==> src/sv/lfs_pkg.sv <==
package lfs_pkg;

    localparam logic [1:0] FUNC_TICK = 2'd0;
    localparam logic [1:0] FUNC_ARM  = 2'd1;
    localparam logic [1:0] FUNC_BOOT = 2'd2;

    localparam logic [1:0] MODE_NORMAL = 2'd0;
    localparam logic [1:0] MODE_BOOT   = 2'd1;
    localparam logic [1:0] MODE_ERROR  = 2'd2;
    localparam logic [1:0] MODE_OFF    = 2'd3;

    localparam logic [2:0] COL_INTERNAL = 3'd0;
    localparam logic [2:0] COL_RED      = 3'd1;
    localparam logic [2:0] COL_GREEN    = 3'd2;
    localparam logic [2:0] COL_BLUE     = 3'd3;
    localparam logic [2:0] COL_YELLOW   = 3'd4;

    localparam logic [2:0] CFG_MODE      = 3'd0;
    localparam logic [2:0] CFG_PRESENT   = 3'd1;
    localparam logic [2:0] CFG_INT_INV   = 3'd2;
    localparam logic [2:0] CFG_RGB_INV   = 3'd3;
    localparam logic [2:0] CFG_METER_PIN = 3'd4;

    localparam int CFG_DATA_W = 4;

    localparam logic [8:0] FAST_ON_MS  = 9'd80;
    localparam logic [8:0] FAST_OFF_MS = 9'd160;
    localparam logic [8:0] SLOW_ON_MS  = 9'd250;
    localparam logic [8:0] SLOW_OFF_MS = 9'd400;
    localparam logic [8:0] ELAPSED_MAX = 9'd511;

    typedef struct packed {
        logic [1:0] behaviour_mode;
        logic [3:0] present_mask;
        logic       internal_invert;
        logic       rgb_invert;
        logic       meter_pin_present;
    } t_cfg;

    typedef struct packed {
        logic [1:0] func;
        logic [2:0] color;
        logic [7:0] count;
        logic       fast;
        logic       suppress;
        logic       boot_ok;
    } t_item;

    typedef struct packed {
        logic internal_level;
        logic red_level;
        logic green_level;
        logic blue_level;
        logic meter_enable_level;
        logic busy_res;
        logic accepted;
    } t_result;

endpackage

==> src/sv/lfs_core.sv <==
module lfs_core (
    input  logic           i_clk,
    input  logic           i_rst_n,
    input  lfs_pkg::t_cfg  i_cfg,
    input  logic           i_en,
    input  lfs_pkg::t_item i_item,
    output lfs_pkg::t_result o_result
);

    logic [7:0] r_flashes_left, n_flashes_left;
    logic       r_phase_on, n_phase_on;
    logic       r_first_pending, n_first_pending;
    logic [8:0] r_elapsed_ms, n_elapsed_ms;
    logic [2:0] r_burst_color, n_burst_color;
    logic       r_burst_fast, n_burst_fast;
    logic       r_burst_suppress, n_burst_suppress;
    logic       r_boot_done, n_boot_done;
    logic [3:0] r_led_lit, n_led_lit;
    logic       r_meter_level, n_meter_level;

    logic [8:0] w_elapsed_inc;
    logic [8:0] w_on_ms;
    logic [8:0] w_off_ms;
    logic [3:0] w_burst_leds;
    logic [3:0] w_arm_leds;
    logic [3:0] w_shown;
    logic       w_acc;

    function automatic logic [3:0] color_leds(input logic [2:0] c, input logic [3:0] present);
        logic [3:0] m;
        begin
            case (c)
                lfs_pkg::COL_INTERNAL: m = 4'b0001;
                lfs_pkg::COL_RED:      m = 4'b0010;
                lfs_pkg::COL_GREEN:    m = 4'b0100;
                lfs_pkg::COL_BLUE:     m = 4'b1000;
                lfs_pkg::COL_YELLOW:   m = 4'b0110;
                default:               m = 4'b0000;
            endcase
            color_leds = ((present & m) == m) ? m : 4'b0000;
        end
    endfunction

    function automatic logic mode_allows(input logic [2:0] c, input logic [1:0] mode,
                                         input logic boot_done);
        begin
            mode_allows = 1'b1;
            if (mode == lfs_pkg::MODE_OFF) begin
                mode_allows = 1'b0;
            end else if (mode == lfs_pkg::MODE_ERROR && c != lfs_pkg::COL_RED) begin
                mode_allows = 1'b0;
            end else if (mode == lfs_pkg::MODE_BOOT && c != lfs_pkg::COL_RED && boot_done) begin
                mode_allows = 1'b0;
            end
        end
    endfunction

    function automatic logic meter_for_mode(input logic [1:0] mode, input logic boot_done);
        begin
            case (mode)
                lfs_pkg::MODE_ERROR, lfs_pkg::MODE_OFF: meter_for_mode = 1'b0;
                lfs_pkg::MODE_BOOT:                     meter_for_mode = !boot_done;
                default:                                meter_for_mode = 1'b1;
            endcase
        end
    endfunction

    assign w_elapsed_inc = (r_elapsed_ms < lfs_pkg::ELAPSED_MAX) ? r_elapsed_ms + 9'd1
                                                                : r_elapsed_ms;
    assign w_on_ms      = r_burst_fast ? lfs_pkg::FAST_ON_MS : lfs_pkg::SLOW_ON_MS;
    assign w_off_ms     = r_burst_fast ? lfs_pkg::FAST_OFF_MS : lfs_pkg::SLOW_OFF_MS;
    assign w_burst_leds = color_leds(r_burst_color, i_cfg.present_mask);
    assign w_arm_leds   = color_leds(i_item.color, i_cfg.present_mask);

    always_comb begin
        n_flashes_left   = r_flashes_left;
        n_phase_on       = r_phase_on;
        n_first_pending  = r_first_pending;
        n_elapsed_ms     = r_elapsed_ms;
        n_burst_color    = r_burst_color;
        n_burst_fast     = r_burst_fast;
        n_burst_suppress = r_burst_suppress;
        n_boot_done      = r_boot_done;
        n_led_lit        = r_led_lit;
        n_meter_level    = r_meter_level;
        w_acc            = 1'b0;
        case (i_item.func)
            lfs_pkg::FUNC_TICK: begin
                if (r_flashes_left != 8'd0) begin
                    n_elapsed_ms = w_elapsed_inc;
                    if (r_phase_on) begin
                        if (w_elapsed_inc >= w_on_ms) begin
                            n_led_lit      = r_led_lit & ~w_burst_leds;
                            n_phase_on     = 1'b0;
                            n_elapsed_ms   = 9'd0;
                            n_flashes_left = r_flashes_left - 8'd1;
                            if (r_flashes_left == 8'd1 && r_burst_suppress) begin
                                if (i_cfg.meter_pin_present) begin
                                    n_meter_level = meter_for_mode(i_cfg.behaviour_mode,
                                                                   r_boot_done);
                                end
                                n_burst_suppress = 1'b0;
                            end
                        end
                    end else if (r_first_pending || w_elapsed_inc >= w_off_ms) begin
                        if (mode_allows(r_burst_color, i_cfg.behaviour_mode, r_boot_done)) begin
                            n_led_lit = r_led_lit | w_burst_leds;
                        end
                        n_phase_on      = 1'b1;
                        n_first_pending = 1'b0;
                        n_elapsed_ms    = 9'd0;
                    end
                end
            end
            lfs_pkg::FUNC_ARM: begin
                if (i_item.count != 8'd0 && w_arm_leds != 4'd0 &&
                    mode_allows(i_item.color, i_cfg.behaviour_mode, r_boot_done)) begin
                    w_acc = 1'b1;
                    if (r_flashes_left == 8'd0) begin
                        n_burst_color    = i_item.color;
                        n_flashes_left   = i_item.count;
                        n_burst_fast     = i_item.fast;
                        n_phase_on       = 1'b0;
                        n_first_pending  = 1'b1;
                        n_elapsed_ms     = 9'd0;
                        n_burst_suppress = i_item.suppress;
                        if (i_item.suppress && i_cfg.meter_pin_present) begin
                            n_meter_level = 1'b0;
                        end
                    end
                end
            end
            lfs_pkg::FUNC_BOOT: begin
                if (!(r_boot_done && i_item.boot_ok)) begin
                    n_boot_done = i_item.boot_ok;
                    if (i_cfg.meter_pin_present) begin
                        n_meter_level = meter_for_mode(i_cfg.behaviour_mode, i_item.boot_ok);
                    end
                end
            end
            default: begin
            end
        endcase
    end

    assign w_shown = n_led_lit & i_cfg.present_mask;

    always_comb begin
        o_result.internal_level     = w_shown[0] ^ i_cfg.internal_invert;
        o_result.red_level          = w_shown[1] ^ i_cfg.rgb_invert;
        o_result.green_level        = w_shown[2] ^ i_cfg.rgb_invert;
        o_result.blue_level         = w_shown[3] ^ i_cfg.rgb_invert;
        o_result.meter_enable_level = n_meter_level;
        o_result.busy_res           = (n_flashes_left != 8'd0);
        o_result.accepted           = w_acc;
    end

    always_ff @(posedge i_clk) begin
        if (!i_rst_n) begin
            r_flashes_left   <= 8'd0;
            r_phase_on       <= 1'b0;
            r_first_pending  <= 1'b0;
            r_elapsed_ms     <= 9'd0;
            r_burst_color    <= 3'd0;
            r_burst_fast     <= 1'b0;
            r_burst_suppress <= 1'b0;
            r_boot_done      <= 1'b0;
            r_led_lit        <= 4'd0;
            r_meter_level    <= 1'b1;
        end else if (i_en) begin
            r_flashes_left   <= n_flashes_left;
            r_phase_on       <= n_phase_on;
            r_first_pending  <= n_first_pending;
            r_elapsed_ms     <= n_elapsed_ms;
            r_burst_color    <= n_burst_color;
            r_burst_fast     <= n_burst_fast;
            r_burst_suppress <= n_burst_suppress;
            r_boot_done      <= n_boot_done;
            r_led_lit        <= n_led_lit;
            r_meter_level    <= n_meter_level;
        end
    end

endmodule

==> src/sv/led_flash_sequencer_top.sv <==
// led flash sequencer: one result item for every input item
// the result is registered in r_out, or in r_skid while r_out waits downstream
// throughput: one item per cycle unless stalled, set by a single state update in lfs_core
// a two-entry output stage keeps accepting while one result waits downstream
// reset: synchronous active low, clears burst state, leds off, meter pin high, config zero
module led_flash_sequencer_top (
    input  logic       i_clk,
    input  logic       i_rst_n,
    input  logic       i_cfg_we,
    input  logic [2:0] i_cfg_index,
    input  logic [lfs_pkg::CFG_DATA_W-1:0] i_cfg_data,
    input  logic       i_valid,
    output logic       o_stall,
    input  logic [1:0] i_func,
    input  logic [2:0] i_color,
    input  logic [7:0] i_count,
    input  logic       i_fast,
    input  logic       i_suppress,
    input  logic       i_boot_ok,
    output logic       o_valid,
    input  logic       i_stall,
    output logic       o_internal_level,
    output logic       o_red_level,
    output logic       o_green_level,
    output logic       o_blue_level,
    output logic       o_meter_enable_level,
    output logic       o_busy_res,
    output logic       o_accepted
);

    lfs_pkg::t_cfg    r_cfg;
    lfs_pkg::t_item   w_item;
    lfs_pkg::t_result w_result;
    lfs_pkg::t_result r_out;
    lfs_pkg::t_result r_skid;
    logic             r_out_valid;
    logic             r_skid_valid;
    logic             w_in_acc;
    logic             w_take;

    assign w_item.func     = i_func;
    assign w_item.color    = i_color;
    assign w_item.count    = i_count;
    assign w_item.fast     = i_fast;
    assign w_item.suppress = i_suppress;
    assign w_item.boot_ok  = i_boot_ok;

    assign w_in_acc = i_valid && !r_skid_valid;
    assign w_take   = r_out_valid && !i_stall;

    always_ff @(posedge i_clk) begin
        if (!i_rst_n) begin
            r_cfg <= '0;
        end else if (i_cfg_we) begin
            case (i_cfg_index)
                lfs_pkg::CFG_MODE:      r_cfg.behaviour_mode    <= i_cfg_data[1:0];
                lfs_pkg::CFG_PRESENT:   r_cfg.present_mask      <= i_cfg_data[3:0];
                lfs_pkg::CFG_INT_INV:   r_cfg.internal_invert   <= i_cfg_data[0];
                lfs_pkg::CFG_RGB_INV:   r_cfg.rgb_invert        <= i_cfg_data[0];
                lfs_pkg::CFG_METER_PIN: r_cfg.meter_pin_present <= i_cfg_data[0];
                default: begin
                end
            endcase
        end
    end

    lfs_core u_core (
        .i_clk    (i_clk),
        .i_rst_n  (i_rst_n),
        .i_cfg    (r_cfg),
        .i_en     (w_in_acc),
        .i_item   (w_item),
        .o_result (w_result)
    );

    always_ff @(posedge i_clk) begin
        if (!i_rst_n) begin
            r_out_valid  <= 1'b0;
            r_skid_valid <= 1'b0;
        end else if (r_skid_valid) begin
            if (w_take) begin
                r_skid_valid <= 1'b0;
            end
        end else if (w_in_acc) begin
            if (!r_out_valid || w_take) begin
                r_out_valid <= 1'b1;
            end else begin
                r_skid_valid <= 1'b1;
            end
        end else if (w_take) begin
            r_out_valid <= 1'b0;
        end
    end

    always_ff @(posedge i_clk) begin
        if (r_skid_valid) begin
            if (w_take) begin
                r_out <= r_skid;
            end
        end else if (w_in_acc) begin
            if (!r_out_valid || w_take) begin
                r_out <= w_result;
            end else begin
                r_skid <= w_result;
            end
        end
    end

    assign o_stall              = r_skid_valid;
    assign o_valid              = r_out_valid;
    assign o_internal_level     = r_out.internal_level;
    assign o_red_level          = r_out.red_level;
    assign o_green_level        = r_out.green_level;
    assign o_blue_level         = r_out.blue_level;
    assign o_meter_enable_level = r_out.meter_enable_level;
    assign o_busy_res           = r_out.busy_res;
    assign o_accepted           = r_out.accepted;

endmodule

==> config.mk <==
export PLATFORM = sky130hd
export DESIGN_NAME = led_flash_sequencer_top
export DESIGN_NICKNAME = d
export VERILOG_FILES = /design/src/sv/lfs_pkg.sv /design/src/sv/lfs_core.sv /design/src/sv/led_flash_sequencer_top.sv
export SDC_FILE = /design/constraint.sdc
export NUM_CORES = 1
export LEC_CHECK = 0
export ABC_CLOCK_PERIOD_IN_PS = 9400
export BUFFER_PORTS_ARGS = -buffer_cell sky130_fd_sc_hd__buf_4
export CAP_MARGIN = 10
export CORE_MARGIN = 2
export CORE_UTILIZATION = 45
export DETAILED_ROUTE_END_ITERATION = 6
export SETUP_SLACK_MARGIN = 0.1
export SYNTH_ARGS = -nofsm -noshare
export SYNTH_HDL_FRONTEND = slang
export SYNTH_HIERARCHICAL = 1
export SYNTH_SLANG_ARGS = --single-unit
==> constraint.sdc <==
create_clock -name i_clk -period 9.4 [get_ports i_clk]
set_clock_uncertainty 0.15 [all_clocks]
set_input_delay 0.94 -clock i_clk [delete_from_list [all_inputs] [get_ports i_clk]]
set_output_delay 0.94 -clock i_clk [all_outputs]
set_load 0.1 [all_outputs]
==> flow_summary.ini, run 1 <==
[run_status]
status = finished, final reports clean

[yosys]
synth_top_area_share_pct = 22.83
synth_nets = 453
synth.avg_cell_area_sq_um = 8.644
synthFlopType = dfxtp_1
yosysSeqAreaShare_pct = 34.52
syn_inst = 416
ys_seq_elements = 55
syn-cell-area_sq_um = 3596
yosys-top-cells-area = dfxtp_1, edfxtp_1, mux2i_1
async_reset_ff_share_pct = 0
synth_cell_types = 74
synth_warnings = 6
synth_edf_count = 14
synth_top_cell_by_area = dfxtp_1

[min_path]
hold_class = flip-flop to flip-flop
hold_depth = 2
min_from = u_core/r_led_lit[3]$_SDFFE_PN0P_
min_to = u_core/r_led_lit[3]$_SDFFE_PN0P_

[pwr]
p_seq_share_pct = 54.1
leakage_nw = 1.488
ir_drop_uv = 57.94
comb_power_share_pct = 17.3
p_sw_share_pct = 30.05
p_total_mw = 0.4696
p_per_area_nw_per_um2 = 118.2
power_switching_mw = 0.1411
pwr-share-clk_pct = 28.6
p_int_mw = 0.3285

[setup_path]
endpoint_kind = flip-flop
r2r_cells = 13
start_kind = flip-flop
timing.rr.start = u_core/r_elapsed_ms[2]$_SDFFE_PN0P_
reg2reg_slack_ns = 5.02
critical_path_class = flip-flop to flip-flop
reg2reg_to = o_busy_res$_DFFE_PP_
arrival_ns = 4.30
critPathRequiredTime_ns = 9.32
crit_fanout = 9

[grt]
grt_overflow_total = 0
grt.total_usage_pct = 21.78
grt_pass1_vias = 3111
grt_first_pass_wirelength_microns = 15240
grt_max_degree = 22
antenna_found_initial = 0

[detailed_routing]
dr.pass1.iters = 5
routed_wl_microns = 9228
post_drt_wl_per_cell_microns = 17.06
drt-initial-drc-count = 216
drc = 0
num_vias = 3256
viasPerCell = 6.018
ant_nets = 0

[clock_network]
clk_latency_ns = 0.31
cts_buffer_depth = 2
cts_hold_buf = 0
cts_max_level = 2
cts_resized = 0
cts_setup_buffers = 0
root_buffer = clkbuf_8
clk_pin_slew_worst_paths_ns = 0.11
cts_sinks = 55
cts_buffers = 5
cts_tree = done

[final_layout]
drive_gt1_share_pct = 15.26
nets = 475
n_antenna_cell = 0
fin_area_sq_um = 3971
syn2layout_area_growth_pct = 10.44

[floorplanning]
rows = 32
core-area_sq_um = 7727
io_pins = 37
die_area_sq_um = 8722
fp.dieW_microns = 93.39
start_util_pct = 46.53
die_h_microns = 93.39

[timing]
finalHoldViolCount = 0
rsz0062_at_grt = false
worst_slew_pin_slew_ns = 1.045
setup_slack_ns = 5.017
max_slew_margin_pct = 29.38
setup_viol = 0
setup_tns_ns = 0
drv_slew = 0
layout_min_cycle_time_ns = 4.383
fmax_mhz = 228.1
min_period_over_period_pct = 46.63

[place]
routabilityCongestion = 0.9721
dp_hpwl_microns = 6866
post_dp_cell_area_sq_um = 3885
dp_slack_ns = 5.079
numPortBuffers = 36

[job]
cap_violations = 0
[metrics by stage]
step | utilization (%) | cells | hold WS (ns)
2_1_floorplan | - | 416 | 0.2823
3_3_place_gp | 50.28 | 533 | 0.2956
3_5_place_dp | 50.28 | 533 | 0.3015
4_1_cts | 51.39 | 541 | 0.3187
5_1_grt | 51.39 | 541 | 0.3637
6_report | 51.39 | 541 | 0.3179
[how the worst max path moves through the flow]
stage,from,to,cells past startpoint
after floorplan,u_core/r_elapsed_ms[0]$_SDFFE_PN0P_,o_busy_res$_DFFE_PP_,13
after global placement,u_core/r_elapsed_ms[0]$_SDFFE_PN0P_,o_busy_res$_DFFE_PP_,13
after detailed placement,u_core/r_elapsed_ms[0]$_SDFFE_PN0P_,o_busy_res$_DFFE_PP_,13
after CTS,u_core/r_elapsed_ms[2]$_SDFFE_PN0P_,o_busy_res$_DFFE_PP_,13
after global routing,u_core/r_elapsed_ms[0]$_SDFFE_PN0P_,o_busy_res$_DFFE_PP_,13
final,u_core/r_elapsed_ms[2]$_SDFFE_PN0P_,o_busy_res$_DFFE_PP_,13
[area by class of cell]
class	count	area (sq um)
inverters	12	45.04
clock buffers	6	72.57
flip-flops and latches	55	1241
well taps	102	127.6
fillers	742	3756
multi-input cells	327	2193
repair buffers	37	277.8
clock inverters	2	13.76
[kinds of logic (layout without fill, tap and decap cells)]
group           after synthesis  count (layout)  share of synthesized area (%)
flops                        55              55                          34.52
simple gates                177             177                          25.96
compound gates              104             104                          21.54
buf+inv                      34              57                          4.488
mux                          31              31                          8.908
xor+xnor                      6               6                          1.461
fa+ha+maj                     9               9                          3.132
[metal layers]
layer	routed length [microns]	track usage (%)	share of wire [%]	up-vias
met4	157	7.353	1.7	0
met5	0	0	0	-
met2	4173	34.83	45	112
met1	4415	29.98	48	1538
met3	482	3.384	5.2	11
li1	-	-	-	1595
[critical path, stage by stage, from the launching register on]
cell and delay, ns:
dfxtp_1 0.48, and3_1 0.25, nand4_1 0.11, mux2_2 0.33, ha_1 0.32, o211ai_1 0.11
nor2_1 0.20, o41ai_4 0.12, o211a_1 0.33, or4_1 0.53, o311a_1 0.15, or4_1 0.43
or3_1 0.35, mux2_2 0.27
[layout by cell type (no fill, tap or decap), types with 4 or more instances in the layout]
master and count:
nand2_1 54, dfxtp_1 41, buf_4 37, nor2_1 36, mux2i_1 23, a21oi_1 23, o21ai_0 16, edfxtp_1 14
nand3_1 12, nand2b_1 11, inv_1 11, ha_1 9, mux2_2 8, nor4_1 8, nor2b_1 7, nand4_1 7
nor3_1 7, a22o_1 6, clkbuf_8 5, a31oi_1 5, xnor2_1 5, nor3b_1 4, and2_1 4, a21o_1 4
a211oi_1 4, or4_1 4, o31ai_1 4
[synth_stat cells (all sizes together) (3+ instances only)]
cell type / number
or4: 4
a31oi: 5
o21ai: 16
nand2: 54
edfxtp: 14
nor3: 8
mux2i: 23
a211oi: 4
nor3b: 4
dfxtp: 41
mux2: 8
o31ai: 4
xnor2: 5
nand2b: 11
nand3b: 3
o21a: 3
o211ai: 4
and2: 5
inv: 12
nor2: 36
o221ai: 3
nand3: 12
a21oi: 23
a22o: 6
or3: 3
ha: 9
nand4: 7
buf: 9
clkbuf: 13
a21o: 4
nor4: 8
nor2b: 7
o2111ai: 3
[power groups by stage]
stage,registers [mW],logic (mW),clock network [mW]
final,0.254,0.0813,0.134
after CTS,0.254,0.0807,0.135
after detailed placement,0.259,0.0804,0
after global routing,0.255,0.0867,0.143
after floorplan,0.278,0.0340,0
after global placement,0.259,0.0804,0
[flip-flops by register name, indices dropped and copies added (netlist names), 3 cells and up]
name / flops
r_cfg: 9
u_core/r_elapsed_ms: 9
u_core/r_flashes_left: 8
r_skid: 7
u_core/r_led_lit: 4
u_core/r_burst_color: 3
No activity file was read; power rests on OpenSTA's default activity.
==> run 2, diff against run 1 <==
--- a/config.mk
+++ b/config.mk
@@ -5,7 +5,7 @@
 export SDC_FILE = /design/constraint.sdc
 export NUM_CORES = 1
 export LEC_CHECK = 0
-export ABC_CLOCK_PERIOD_IN_PS = 9400
+export ABC_CLOCK_PERIOD_IN_PS = 4100
 export BUFFER_PORTS_ARGS = -buffer_cell sky130_fd_sc_hd__buf_4
 export CAP_MARGIN = 10
 export CORE_MARGIN = 2
==> constraint.sdc (replaced) <==
create_clock -name i_clk -period 4.1 [get_ports i_clk]
set_clock_uncertainty 0.15 [all_clocks]
set_input_delay 0.41 -clock i_clk [delete_from_list [all_inputs] [get_ports i_clk]]
set_output_delay 0.41 -clock i_clk [all_outputs]
set_load 0.1 [all_outputs]
==> run 2 against run 1 <==
  * Flip-flop and latch count did not move
  * Final cell count is 4.3% higher
  * Sequential share of layout area fell by 1.6 points
  * Non-clock buffer count increased by 23
  * Final area up 5.8%
==> flow_summary.ini, run 2 (synthesis gave the netlist of run 1 again) <==
[grt]
grt_max_degree = 22
grt_first_pass_wirelength_microns = 15630
grt_pass1_vias = 3089
grt.total_usage_pct = 22.57
grt_overflow_total = 0
antenna_found_initial = 0

[timing]
min_period_over_period_pct = 96.31
finalHoldViolCount = 0
setup_tns_ns = 0
setup_slack_ns = 0.1513
timing.hold.ws_ns = 0.1837
rsz0062_at_grt = true
max_slew_margin_pct = 19.60
drv_slew = 0
setup_viol = 0
fmax_mhz = 253.3
worst_slew_pin_slew_ns = 1.195
layout_min_cycle_time_ns = 3.949

[detailed_routing]
routed_wl_microns = 9491
ant_nets = 0
drt-initial-drc-count = 202
dr.pass1.iters = 5
post_drt_wl_per_cell_microns = 16.83
drc = 0
num_vias = 3393
viasPerCell = 6.016

[setup_path]
critPathRequiredTime_ns = 4.03
endpoint_kind = flip-flop
arrival_ns = 3.88
startpoint = u_core/r_elapsed_ms[7]$_SDFFE_PN0P_
crit_fanout = 7
start_kind = flip-flop
timing.rr.start = u_core/r_elapsed_ms[7]$_SDFFE_PN0P_
critical_path_class = flip-flop to flip-flop

[pwr]
comb_power_share_pct = 17.6
ir_drop_uv = 138.2
leakage_nw = 1.609
pwr-share-clk_pct = 29.2
p_sw_share_pct = 30.41
p_int_mw = 0.7607
p_seq_share_pct = 53.2
power_switching_mw = 0.3324
p_total_mw = 1.093
p_per_area_nw_per_um2 = 260.3

[final_layout]
nFillCells = 743
drive_gt1_share_pct = 22.29
final_util_pct = 54.36
final_cell_mix = buf_4, nand2_1, dfxtp_1
nets = 498
fin_area_sq_um = 4200
largestRegisters = r_cfg x9, u_core/r_elapsed_ms x9, u_core/r_flashes_left x8
fin_cells = 564
n_antenna_cell = 0
layout_commonest_cell = buf_4
syn2layout_area_growth_pct = 16.81

[run_status]
status = finished, final reports clean

[place]
routabilityCongestion = 0.9482
post_dp_cell_area_sq_um = 4005
place_inst = 549
dp_hpwl_microns = 7027
numPortBuffers = 36
dp_slack_ns = -0.002271

[min_path]
hold_class = input port to flip-flop
min_from = i_fast

[clock_network]
clk_pin_slew_worst_paths_ns = 0.11
root_buffer = clkbuf_8
clk_latency_ns = 0.31
cts_max_level = 2
cts_tree = done
cts_sinks = 55
cts_buffer_depth = 2
cts_buffers = 5

[floorplanning]
fp.dieW_microns = 93.39
rows = 32
die_area_sq_um = 8722
start_util_pct = 46.53
core-area_sq_um = 7727
io_pins = 37
die_h_microns = 93.39

[job]
cap_violations = 0
run 2: routing by layer:
| metal | up-vias | part of all wire (%) | track usage (%) |
|---|---|---|---|
| met2 | 98 | 46 | 36.87 |
| li1 | 1642 | - | - |
| met5 | - | 0 | 0 |
| met1 | 1639 | 48 | 31.92 |
| met4 | 0 | 1.7 | 4.902 |
| met3 | 14 | 4.2 | 2.820 |
run 2: worst paths after layout:
path | endpoint | cells past startpoint | slack, ns
max | o_busy_res$_DFFE_PP_ | 16 | 0.15
min | u_core/r_burst_fast$_SDFFE_PN0P_ | 3 | 0.18
max reg2reg | o_busy_res$_DFFE_PP_ | 16 | 0.15
min reg2reg | u_core/r_led_lit[0]$_SDFFE_PN0P_ | 2 | 0.32
run 2: worst max-delay path, cell delays in order (launching register included):
cell       delay (ns)
dfxtp_2          0.37
and4_2           0.26
nor3_2           0.15
a21oi_1          0.11
buf_4            0.15
ha_1             0.20
a211oi_2         0.22
a31oi_1          0.07
mux2i_1          0.21
o211a_1          0.25
buf_4            0.13
buf_4            0.10
a2bb2oi_1        0.19
o21ai_0          0.14
or3_1            0.35
or3_4            0.40
mux2_2           0.26
run 2: cell type report:
type	count	area, sq um	share of cell area, %
clock buffer	5	68.82	1.638
clock inverter	3	23.77	0.5660
inverter	12	45.04	1.072
multi-input combinational	327	2237	53.26
sequential	55	1247	29.70
tap	102	127.6	3.038
timing repair buffer	60	450.4	10.72
run 2: repair_timing:
action                                  CTS  global route
hold buffers                              0             0
pin swaps                                 3             4
endpoints found under the setup margin    1             1
buffers inserted                          4             3
resized for setup                         5             9
gates cloned                              0             0
run 2: power by group through the flow:
stage | Clock (mW) | Combinational [mW] | Sequential (mW)
4_1_cts | 0.328 | 0.191 | 0.581
3_3_place_gp | 0 | 0.189 | 0.593
3_5_place_dp | 0 | 0.189 | 0.593
5_1_grt | 0.352 | 0.207 | 0.583
6_report | 0.319 | 0.193 | 0.581
2_1_floorplan | 0 | 0.0780 | 0.638
==> run 3, diff against run 2 <==
--- a/config.mk
+++ b/config.mk
@@ -5,6 +5,7 @@
 export SDC_FILE = /design/constraint.sdc
 export NUM_CORES = 1
 export LEC_CHECK = 0
+export ABC_AREA = 1
 export ABC_CLOCK_PERIOD_IN_PS = 4100
 export BUFFER_PORTS_ARGS = -buffer_cell sky130_fd_sc_hd__buf_4
 export CAP_MARGIN = 10
==> run 3 against run 2 <==
  * Routed wire length shrank 0.87%
  * Register-to-register slack gained 0.61 ns
  * Synthesized area grew 6.2%
  * Global-route usage shrank 1.2 points
  * Synthesized cell count grew 38%
  * Critical path depth grew 4
  * Die area grew 5.9%
  * Maximum frequency grew 18%
  * Hold slack gained 0.028 ns
  * Final area grew 0.69%
  * Critical endpoint unchanged
  * Highest routed layer unchanged
==> flow_summary.ini, run 3 <==
[run_status]
status = finished, final reports clean

[detailed_routing]
dr.pass1.iters = 5
routed_wl_microns = 9408
drc = 0
num_vias = 3729
wl_met1_microns = 4515
drt-initial-drc-count = 238
post_drt_wl_per_cell_microns = 13.31
ant_nets = 0
wl_met2_microns = 4250
wl_met3_microns = 509
viasPerCell = 5.274
top_layer = met4

[final_layout]
nFillCells = 869
final_util_pct = 51.47
layout_commonest_cell = nand2_1
multi_input_area_sq_um = 2182
drive_gt1_share_pct = 15.28
largestRegisters = r_cfg x9, u_core/r_elapsed_ms x9, u_core/r_flashes_left x8
ff_latch_area_sq_um = 1241
syn2layout_area_growth_pct = 10.78
fin_cells = 707
final_cell_mix = nand2_1, inv_1, nand3_1
nets = 638
n_antenna_cell = 0

[setup_path]
crit_fanout = 16
critPathMaxStageDelay_ns = 0.46
crit_top_cell = nand2_1
crit_chain = nand2_1 -> nor2_2 -> nand3_4 -> nand2_1 -> ha_1 -> nor2_1 -> nand3_2 -> nor2_4 -> nand2_4 -> nand2_8 -> nand2_1 -> nand2_1 -> nand2_1 -> nand3_1 -> nand2_1 -> nand2_1 -> nand2_1 -> nor2_1 -> nand2_1 -> mux2_2
critPathRequiredTime_ns = 4.03
arrival_ns = 3.27
cp_top_family = simple AND/OR/NAND/NOR gates
endpoint_kind = flip-flop
critical_path_class = flip-flop to flip-flop
path_buf_inv = 0
start_kind = flip-flop
cp_slowest_cell = dfxtp_1

[clock_network]
cts_buffers = 5
cts_tree = done
cts_setup_buffers = 0
cts_max_level = 2
clk_latency_ns = 0.32
cts_resized = 0
cts_buffer_depth = 2
cts_sinks = 55
cts_hold_buf = 0
clk_pin_slew_worst_paths_ns = 0.11
root_buffer = clkbuf_8

[grt]
grt_first_pass_wirelength_microns = 15490
grt.total_usage_pct = 21.41
grt_overflow_total = 0
grt_max_degree = 23
antenna_found_initial = 0
grt_pass1_vias = 3230

[yosys]
ys_seq_elements = 55
synth_top_cell_by_area = dfxtp_1
synth.avg_cell_area_sq_um = 6.674
async_reset_ff_share_pct = 0
yosys-top-cells-area = dfxtp_1, nand2_1, edfxtp_1
syn-cell-area_sq_um = 3817
synth_commonest_cells = nand2_1, inv_1, nand3_1
synth_top_area_share_pct = 21.50
yosysMostFrequentCell = nand2_1
synthFlopType = dfxtp_1
yosysSeqAreaShare_pct = 32.51
synth_nets = 609
syn_inst = 572
synth_edf_count = 14
synth_cell_types = 42
synth_warnings = 6

[place]
dp_hpwl_microns = 7020
place_inst = 699
numPortBuffers = 36
routabilityCongestion = 0.9164

[min_path]
hold_class = input port to flip-flop

[floorplanning]
die_area_sq_um = 9236
io_pins = 37
fp.dieW_microns = 96.11
rows = 33
die_h_microns = 96.11
core-area_sq_um = 8217
start_util_pct = 46.46

[timing]
drv_slew = 0
setup_tns_ns = 0
max_slew_margin_pct = 43.24
setup_viol = 0
finalHoldViolCount = 0
fmax_mhz = 299.8
worst_slew_pin_slew_ns = 0.8505
rsz0062_at_grt = false
layout_min_cycle_time_ns = 3.336
min_period_over_period_pct = 81.37

[pwr]
ir_drop_uv = 144.1
p_per_area_nw_per_um2 = 287.0
leakage_nw = 1.993

[job]
cap_violations = 0
## run 3: cell count changes after synthesis, sizes merged, moves of 6 or more
cell / previous run / this run
clkbuf: 13 / 7
mux2i: 23 / 0
nand2: 54 / 178
nor2b: 7 / 0
nand3: 12 / 61
inv: 12 / 77
nand2b: 11 / 0
nor2: 36 / 60
a21oi: 23 / 45
## run 3: worst register-to-register path, delay by kind of cell (launching register included)
| family | cells | cell delay (ns) |
|---|---|---|
| adders and majority gates | 1 | 0.27 |
| muxes | 1 | 0.27 |
| DFF | 1 | 0.46 |
| and+or+nand+nor | 18 | 1.97 |
## run 3: area by class of cell
cell class	instances	share of cell area, %
Clock inverter	3	0.6509
Clock buffer	5	1.627
Tap cell	105	3.107
Inverter	80	7.101
Timing Repair Buffer	37	6.568
Sequential cell	55	29.35
Multi-Input combinational cell	422	51.60
## run 3: metrics by stage
stage / cell area, sq um / worst slack, ns / power (mW) / hold slack, ns
4_1_cts: 4229 / 0.8026 / 1.227 / 0.2034
2_1_floorplan: 3817 / 1.169 / 0.8192 / 0.2868
3_5_place_dp: 4133 / 0.8085 / 0.8980 / 0.3038
6_report: 4229 / 0.7640 / 1.214 / 0.2120
5_1_grt: 4229 / 0.4443 / 1.284 / 0.2173
3_3_place_gp: 4133 / 0.8038 / 0.8950 / 0.3014
## run 3: metal layers
layer,GRT usage [%],vias up
li1,-,1911
met1,30.30,1717
met2,33.74,91
met3,3.367,10
met4,6.071,0
met5,0,-
## run 3: logic make-up (layout without fill, tap and decap cells)
group	count (synthesis)	count (layout)	synth area share [%]
simple gates	322	322	38.77
buf+inv	95	125	10.32
compound gates	77	77	11.77
flops	55	55	32.51
fa+ha+maj	9	9	2.950
xor+xnor	7	7	1.606
mux	7	7	2.065
## run 3: power breakdown
group,leakage [nW],internal [mW],switching [mW],total [mW]
registers,0.465,0.583,0.0204,0.604
clock network,0.0463,0.126,0.200,0.326
logic,1.48,0.0887,0.195,0.284
## run 3: path summary, 6_finish.rpt
check | end | from | depth (start not counted) | slack (ns)
hold reg to reg | u_core/r_boot_done$_SDFFE_PN0P_ | u_core/r_boot_done$_SDFFE_PN0P_ | 2 | 0.32
hold / removal | u_core/r_burst_fast$_SDFFE_PN0P_ | i_fast | 3 | 0.21
setup reg to reg | o_busy_res$_DFFE_PP_ | u_core/r_elapsed_ms[5]$_SDFFE_PN0P_ | 20 | 0.76
setup / recovery | o_busy_res$_DFFE_PP_ | u_core/r_elapsed_ms[5]$_SDFFE_PN0P_ | 20 | 0.76
